$ cat src/rtl/abwf_pkg.sv
`default_nettype none

package abwf_pkg;

  localparam int unsigned WORD_BITS = 32;
  localparam int unsigned BIT_W     = 5;
  localparam int unsigned IDX_W     = 10;
  localparam int unsigned CNT_W     = 11;
  localparam int unsigned FUNC_W    = 2;

  localparam logic [CNT_W-1:0]  BIT_COUNT_RST = 11'd1024;

  localparam logic [FUNC_W-1:0] FUNC_SET   = 2'd1;
  localparam logic [FUNC_W-1:0] FUNC_CLEAR = 2'd2;

  typedef enum logic [1:0] {
    ST_CLEAR,
    ST_IDLE,
    ST_UPDATE,
    ST_SCAN
  } state_e;

  typedef struct packed {
    logic             any_set;
    logic [BIT_W-1:0] set_pos;
    logic             any_clear;
    logic [BIT_W-1:0] clear_pos;
  } hit_t;

endpackage

`default_nettype wire

$ cat src/rtl/abwf_word_scan.sv
`default_nettype none

module abwf_word_scan (
  input  logic [abwf_pkg::WORD_BITS-1:0] word_i,
  input  logic [abwf_pkg::WORD_BITS-1:0] mask_i,
  output abwf_pkg::hit_t                 hit_o
);

  logic [abwf_pkg::WORD_BITS-1:0] set_bits;
  logic [abwf_pkg::WORD_BITS-1:0] clr_bits;

  always_comb begin
    set_bits = word_i & mask_i;
    clr_bits = ~word_i & mask_i;
    hit_o.any_set   = |set_bits;
    hit_o.any_clear = |clr_bits;
    hit_o.set_pos   = '0;
    hit_o.clear_pos = '0;
    // lowest index wins
    for (int i = abwf_pkg::WORD_BITS - 1; i >= 0; i--) begin
      if (set_bits[i]) begin
        hit_o.set_pos = abwf_pkg::BIT_W'(i);
      end
      if (clr_bits[i]) begin
        hit_o.clear_pos = abwf_pkg::BIT_W'(i);
      end
    end
  end

endmodule

`default_nettype wire

$ cat src/rtl/allocation_bitmap_with_find_first_unit.sv
// channel   signals                                   direction  handshake
// request   start_i, func_i, bit_index_i              in         start_i && !busy_o
// result    valid_o, in_range_o, old_bit_o, any_set_o  out        valid_o, one cycle
//           first_set_o, any_clear_o, first_clear_o
// config    cfg_valid_i, cfg_ready_o, cfg_data_i       in         cfg_valid_i && cfg_ready_o
//
// after reset the word memory is zeroed, one word a cycle, with busy_o high
// a request is accepted in idle, gets a read-modify-write when in range,
// then a word scan over the words in use (n = bits in use, early stop when both found)
// the result strobe comes in the idle cycle after, which can accept the next request,
// so requests are handled one at a time, paced by the one-word memory port
// the result is shown for one cycle and cannot be held off; busy_o drops with it
`default_nettype none

module allocation_bitmap_with_find_first_unit #(
  parameter int unsigned MAX_BITS = 1024
) (
  input  logic                                clk_i,
  input  logic                                rst_ni,
  input  logic                                start_i,
  output logic                                busy_o,
  input  logic [abwf_pkg::FUNC_W-1:0]         func_i,
  input  logic [abwf_pkg::IDX_W-1:0]          bit_index_i,
  output logic                                valid_o,
  output logic                                in_range_o,
  output logic                                old_bit_o,
  output logic                                any_set_o,
  output logic [abwf_pkg::IDX_W-1:0]          first_set_o,
  output logic                                any_clear_o,
  output logic [abwf_pkg::IDX_W-1:0]          first_clear_o,
  input  logic                                cfg_valid_i,
  output logic                                cfg_ready_o,
  input  logic [abwf_pkg::CNT_W-1:0]          cfg_data_i
);

  localparam int unsigned WORD_DEPTH =
      (MAX_BITS + abwf_pkg::WORD_BITS - 1) / abwf_pkg::WORD_BITS;
  localparam int unsigned AW   = (WORD_DEPTH > 1) ? $clog2(WORD_DEPTH) : 1;
  localparam int unsigned CW   = $clog2(WORD_DEPTH + 1);
  localparam int unsigned MB_W = $clog2(MAX_BITS + 1);
  localparam int unsigned NW_W = (abwf_pkg::CNT_W > MB_W) ? abwf_pkg::CNT_W : MB_W;
  localparam logic [NW_W-1:0] MAX_N     = NW_W'(MAX_BITS);
  localparam logic [CW-1:0]   LAST_WORD = CW'(WORD_DEPTH - 1);

  localparam int unsigned WB = abwf_pkg::WORD_BITS;
  localparam int unsigned BW = abwf_pkg::BIT_W;
  localparam int unsigned IW = abwf_pkg::IDX_W;

  logic [WB-1:0] mem [WORD_DEPTH];
  logic [WB-1:0] rd_data_q;
  logic          mem_we;
  logic          mem_re;
  logic [AW-1:0] mem_waddr;
  logic [AW-1:0] mem_raddr;
  logic [WB-1:0] mem_wdata;

  abwf_pkg::state_e state_q, state_d;
  logic [abwf_pkg::CNT_W-1:0]  bit_count_q;
  logic [abwf_pkg::FUNC_W-1:0] func_q, func_d;
  logic [IW-1:0]  idx_q, idx_d;
  logic           inr_q, inr_d;
  logic           old_q, old_d;
  logic [CW-1:0]  full_q, full_d;
  logic [BW-1:0]  rem_q, rem_d;
  logic [CW-1:0]  nwords_q, nwords_d;
  logic [CW-1:0]  issue_q, issue_d;
  logic [CW-1:0]  proc_q, proc_d;
  logic           pend_q, pend_d;
  logic           fs_q, fs_d;
  logic           fc_q, fc_d;
  logic [IW-1:0]  fset_q, fset_d;
  logic [IW-1:0]  fclr_q, fclr_d;
  logic           valid_q, valid_d;

  logic [NW_W-1:0] cnt_ext;
  logic [NW_W-1:0] used;
  logic            in_rng;
  logic [CW-1:0]   full_words;
  logic [BW-1:0]   rem_bits;
  logic [WB-1:0]   ones;
  logic [WB-1:0]   scan_mask;
  logic [BW-1:0]   upd_pos;
  abwf_pkg::hit_t  hit;

  // bits in use and request decode
  always_comb begin
    cnt_ext    = NW_W'(bit_count_q);
    used       = (cnt_ext > MAX_N) ? MAX_N : cnt_ext;
    in_rng     = NW_W'(bit_index_i) < used;
    full_words = CW'(used >> BW);
    rem_bits   = used[BW-1:0];
    ones       = '1;
    upd_pos    = idx_q[BW-1:0];
  end

  // in-use part of the word under scan
  always_comb begin
    if (proc_q < full_q) begin
      scan_mask = '1;
    end else if (proc_q == full_q) begin
      scan_mask = ~(ones << rem_q);
    end else begin
      scan_mask = '0;
    end
  end

  abwf_word_scan u_word_scan (
    .word_i (rd_data_q),
    .mask_i (scan_mask),
    .hit_o  (hit)
  );

  always_comb begin
    state_d   = state_q;
    func_d    = func_q;
    idx_d     = idx_q;
    inr_d     = inr_q;
    old_d     = old_q;
    full_d    = full_q;
    rem_d     = rem_q;
    nwords_d  = nwords_q;
    issue_d   = issue_q;
    proc_d    = proc_q;
    pend_d    = pend_q;
    fs_d      = fs_q;
    fc_d      = fc_q;
    fset_d    = fset_q;
    fclr_d    = fclr_q;
    valid_d   = 1'b0;
    mem_we    = 1'b0;
    mem_re    = 1'b0;
    mem_waddr = issue_q[AW-1:0];
    mem_raddr = issue_q[AW-1:0];
    mem_wdata = '0;

    unique case (state_q)
      abwf_pkg::ST_CLEAR: begin
        mem_we = 1'b1;
        if (issue_q == LAST_WORD) begin
          issue_d = '0;
          state_d = abwf_pkg::ST_IDLE;
        end else begin
          issue_d = issue_q + CW'(1);
        end
      end

      abwf_pkg::ST_IDLE: begin
        if (start_i) begin
          func_d   = func_i;
          idx_d    = bit_index_i;
          inr_d    = in_rng;
          old_d    = 1'b0;
          full_d   = full_words;
          rem_d    = rem_bits;
          nwords_d = full_words + CW'(|rem_bits);
          issue_d  = '0;
          pend_d   = 1'b0;
          fs_d     = 1'b0;
          fc_d     = 1'b0;
          fset_d   = '0;
          fclr_d   = '0;
          if (in_rng) begin
            mem_re    = 1'b1;
            mem_raddr = AW'(bit_index_i >> BW);
            state_d   = abwf_pkg::ST_UPDATE;
          end else begin
            state_d = abwf_pkg::ST_SCAN;
          end
        end
      end

      abwf_pkg::ST_UPDATE: begin
        old_d     = rd_data_q[upd_pos];
        mem_we    = 1'b1;
        mem_waddr = AW'(idx_q >> BW);
        mem_wdata = rd_data_q;
        if (func_q == abwf_pkg::FUNC_SET) begin
          mem_wdata[upd_pos] = 1'b1;
        end else if (func_q == abwf_pkg::FUNC_CLEAR) begin
          mem_wdata[upd_pos] = 1'b0;
        end
        state_d = abwf_pkg::ST_SCAN;
      end

      abwf_pkg::ST_SCAN: begin
        if (pend_q) begin
          if (!fs_q && hit.any_set) begin
            fs_d   = 1'b1;
            fset_d = IW'({proc_q, hit.set_pos});
          end
          if (!fc_q && hit.any_clear) begin
            fc_d   = 1'b1;
            fclr_d = IW'({proc_q, hit.clear_pos});
          end
        end
        if ((issue_q < nwords_q) && !(fs_d && fc_d)) begin
          mem_re    = 1'b1;
          mem_raddr = issue_q[AW-1:0];
          proc_d    = issue_q;
          issue_d   = issue_q + CW'(1);
          pend_d    = 1'b1;
        end else begin
          pend_d  = 1'b0;
          valid_d = 1'b1;
          state_d = abwf_pkg::ST_IDLE;
        end
      end
    endcase
  end

  always_ff @(posedge clk_i) begin
    if (mem_we) begin
      mem[mem_waddr] <= mem_wdata;
    end
    if (mem_re) begin
      rd_data_q <= mem[mem_raddr];
    end
  end

  always_ff @(posedge clk_i or negedge rst_ni) begin
    if (!rst_ni) begin
      state_q     <= abwf_pkg::ST_CLEAR;
      bit_count_q <= abwf_pkg::BIT_COUNT_RST;
      issue_q     <= '0;
      pend_q      <= 1'b0;
      valid_q     <= 1'b0;
    end else begin
      state_q <= state_d;
      issue_q <= issue_d;
      pend_q  <= pend_d;
      valid_q <= valid_d;
      if (cfg_valid_i && cfg_ready_o) begin
        bit_count_q <= cfg_data_i;
      end
    end
  end

  always_ff @(posedge clk_i) begin
    func_q   <= func_d;
    idx_q    <= idx_d;
    inr_q    <= inr_d;
    old_q    <= old_d;
    full_q   <= full_d;
    rem_q    <= rem_d;
    nwords_q <= nwords_d;
    proc_q   <= proc_d;
    fs_q     <= fs_d;
    fc_q     <= fc_d;
    fset_q   <= fset_d;
    fclr_q   <= fclr_d;
  end

  assign busy_o        = (state_q != abwf_pkg::ST_IDLE);
  assign cfg_ready_o   = 1'b1;
  assign valid_o       = valid_q;
  assign in_range_o    = inr_q;
  assign old_bit_o     = old_q;
  assign any_set_o     = fs_q;
  assign first_set_o   = fset_q;
  assign any_clear_o   = fc_q;
  assign first_clear_o = fclr_q;

endmodule

`default_nettype wire

$ cat config.mk
export PLATFORM = sky130hd
export DESIGN_NAME = allocation_bitmap_with_find_first_unit
export DESIGN_NICKNAME = d
export VERILOG_FILES = /design/src/rtl/abwf_pkg.sv /design/src/rtl/abwf_word_scan.sv /design/src/rtl/allocation_bitmap_with_find_first_unit.sv
export SDC_FILE = /design/constraint.sdc
export NUM_CORES = 2
export LEC_CHECK = 0
export ABC_AREA = 1
export BUFFER_PORTS_ARGS = -buffer_cell sky130_fd_sc_hd__buf_4
export CORE_MARGIN = 3
export CORE_UTILIZATION = 35
export CTS_BUF_LIST = sky130_fd_sc_hd__clkbuf_8
export CTS_CLUSTER_SIZE = 16
export DETAILED_ROUTE_END_ITERATION = 8
export PLACE_DENSITY = 0.51
export SYNTH_ARGS = -nofsm -noshare
export SYNTH_HDL_FRONTEND = slang
export SYNTH_HIERARCHICAL = 1
export SYNTH_SLANG_ARGS = --single-unit
$ cat constraint.sdc
create_clock -name clk_i -period 4.5 [get_ports clk_i]
set_clock_uncertainty 0.05 [all_clocks]
set_input_delay 0.9 -clock clk_i [delete_from_list [all_inputs] [get_ports clk_i]]
set_output_delay 0.9 -clock clk_i [all_outputs]
set_load 0.03 [all_outputs]
==> flow_metrics.env <==
export IMPL_tns_ns=0
export IMPL_syn_cell_area_um2=52100
export IMPL_path_clk_slew_ns=0.06
export IMPL_ant_nets=0
export IMPL_tightest_slew_ns=1.24
export IMPL_setup_viol=0
export IMPL_worst_setup_path_type="register to register"
export IMPL_syn_to_final_growth_pct=14.4
export IMPL_via_per_inst=5.04
export IMPL_die_area_um2=154000
export IMPL_initial_utilization=0.355
export IMPL_synth_edff_count=1115
export IMPL_syn_area_per_cell_um2=9.97
export IMPL_place_area_um2=56100
export IMPL_yosysTopAreaCellShare=0.643
export IMPL_rows=140
export IMPL_synth_top_area_cell="edfxtp_1"
export IMPL_slew_headroom=0.171
export IMPL_cts_sinks=1136
export IMPL_worst_path_most_repeated_cell="nand2_1"
export IMPL_synthTopCellsByCount="1214 x nand2_1, 1115 x edfxtp_1, 1071 x nand3_1"
export IMPL_period_needed_ns=4.34
export IMPL_multi_input_area_um2=13400
export IMPL_slowest_stage="buf_12"
export IMPL_async_reset_ff_frac=0.0185
export IMPL_crit_chain="nor3_1 > nand3_1 > inv_1 > a21oi_2 > nor2_1 > inv_1 > ha_1 > a21oi_1 > nand2_1 > nand2_1 > nand3_4 > or2_0 > o21ai_4 > buf_12 > nand3_1 > nand3_1 > nand2_1 > nand2_1 > nand2_1"
export IMPL_die_y_um=392
export IMPL_dr_pass1_iters=5
export IMPL_synthCells=5224
export IMPL_cts_buffers=186
export IMPL_cap_violations=0
export IMPL_hold_class="input pin to register"
export IMPL_gp_congestion=0.892
export IMPL_yosys_most_used_dff="edfxtp_1"
export IMPL_final_nets=5416
export IMPL_io_pins=54
export IMPL_clockBufferDepth=3
export IMPL_synth_most_common_cell="nand2_1"
export IMPL_chipWidth_um=392
export IMPL_p_per_area_nw_per_um2=649
export IMPL_root_buffer="clkbuf_8"
export IMPL_grt_usage=0.213
export IMPL_utilization=0.406
export IMPL_hpwl_um=90400
export IMPL_numPortBuffers=52
export IMPL_seqCellArea_um2=34000
export IMPL_p_leak_uw=0.0254
export IMPL_hold_viol=0
export IMPL_synth_seq_area_share=0.653
export IMPL_slew_violations=0
export IMPL_grt_pass1_wl_um=241000
export IMPL_via_count=37400
export IMPL_detail_route_wl_per_cell_um=22.2
export IMPL_core_area_um2=147000
export IMPL_drt_iter0_markers=3586
export IMPL_ys_seq_elements=1136
export IMPL_start_kind="register"
export IMPL_outcome="finished, final reports clean"
export IMPL_grt_pass1_vias=35100
export IMPL_h_tree_depth=4
export IMPL_synthTopCellsByArea="edfxtp_1 64%, nand3_1 10%, nand2_1 8.7%"
export IMPL_overflow=0
export IMPL_clkLatencyLatePin_ns=0.90
export IMPL_ys_warn_count=6
export IMPL_antenna_found_initial=2
export IMPL_grt_max_degree=101
export IMPL_cp_end_kind="register"
export IMPL_cpPeakStageDelay_ns=0.44
export IMPL_drive_above_1_share=0.0974
export IMPL_finalPower_uw=38700
export IMPL_reg2reg_setup_slack_ns=0.16
export IMPL_crit_required_ns=5.08
export IMPL_syn_num_nets=5278
export IMPL_vdd_drop_max_mv=0.442
export IMPL_final_area_um2=59600
export IMPL_routed_wl_um=165000
export IMPL_drc=0
export IMPL_netlist_cell_type_count=43
export IMPL_cp_max_fo=74
export IMPL_tritoncts="yes"
export IMPL_fmax_mhz=231
export IMPL_cp_arrival_ns=4.92
export IMPL_min_period_over_period=0.964
export IMPL_fill_cells=14300
==> sequential cells by signal, summed over array words and instances, names as in the netlist, 6 cells and up <==
name and count:
full_q 6, first_set_o 10, rd_data_q 32, proc_q 6
first_clear_o 10, nwords_q 6, mem 1024, bit_count_q 11
idx_q 10, issue_q 6
==> cell usage in the layout (no fill, tap or decap), types with 8 or more instances in the layout <==
cell,netlist,layout
dfrtp_1,20,20
clkinv_2,0,15
clkinv_1,2,58
nand3_1,1071,1071
ha_1,27,27
nor2_1,109,74
inv_1,1065,1120
edfxtp_1,1115,1115
nand2_1,1214,1207
buf_12,0,60
a21oi_2,1,25
a22oi_1,16,16
nand3b_1,96,96
o31ai_1,34,34
o21ai_0,65,65
clkbuf_8,0,191
nor2_4,0,32
nor3_1,18,17
a21oi_1,56,23
or2_2,9,9
a21oi_4,1,10
clkinvlp_4,0,8
buf_4,6,143
==> power by group <==
| part | total [µW] | internal [µW] | switching [µW] |
|---|---|---|---|
| registers | 14100 | 13500 | 650 |
| logic | 16300 | 4710 | 11600 |
| clock network | 8270 | 4080 | 4180 |
| total | 38700 | 22300 | 16400 |
==> critical path: cells and delay by family, from the launching register on <==
family | cells | cell delay, ns
buffers and inverters | 3 | 0.62
AND/OR/NAND/NOR | 12 | 2.13
AO/OA/AOI/OAI | 3 | 0.46
adder cells (fa/ha/maj) | 1 | 0.30
flip-flops | 1 | 0.38
==> what timing repair did <==
action	CTS	global route
setup endpoints to repair	3	72
endpoints found under the hold margin	20	0
hold buffers	1	0
pin swaps	0	4
cloned	0	3
setup buffers	0	6
resized for setup	2	18
==> path summary, 6_finish.rpt <==
check,from,to,depth (start not counted)
hold reg to reg,bit_count_q[0],bit_count_q[0],2
setup / recovery,bit_count_q[2],rd_data_q[4],19
hold / removal,func_i[0],func_q[0],1
min in group asynchronous,rst_ni,bit_count_q[2],2
max in group asynchronous,rst_ni,bit_count_q[10],2
setup reg to reg,bit_count_q[2],rd_data_q[4],19
==> stage by stage <==
step | hold WS (ns) | worst slack [ns] | std cells
final | 0.147 | 0.162 | 7422
after global routing | 0.0771 | -0.00923 | 7422
after CTS | 0.0338 | 0.0120 | 7412
after detailed placement | 0.488 | -0.0859 | 7081
after global placement | 0.488 | -0.00850 | 7081
after floorplan | 0.442 | 0.412 | 5224
==> layer usage <==
metal / up-vias / track usage / wire [µm] / share of wire
li1: 17400 / - / - / -
met1: 18300 / 0.296 / 72300 / 0.44
met2: 1491 / 0.344 / 76700 / 0.46
met3: 287 / 0.0312 / 11400 / 0.069
met4: 0 / 0.0701 / 4750 / 0.029
met5: - / 0 / 0 / 0
==> cells by family (layout without fill, tap and decap cells) <==
kind of cell	after synthesis	after routing	synth area share
simple gates	2529	2529	0.217
xor+xnor	3	3	0.000504
fa+ha+maj	27	27	0.00648
buf+inv	1335	1615	0.101
flops	1136	1136	0.653
compound gates	193	193	0.0220
other cells	1	2	0.0000720
==> layout make-up <==
cell class	count	area share
tap	1917	0.0402
antenna	1	0.0000420
inverter	1072	0.0677
multi-input combinational	2753	0.225
timing repair buffer	212	0.0417
clock buffer	191	0.0441
clock inverter	139	0.0110
sequential	1136	0.571
timing repair inverter	1	0.000126
Power figures use the tool's default switching activity.
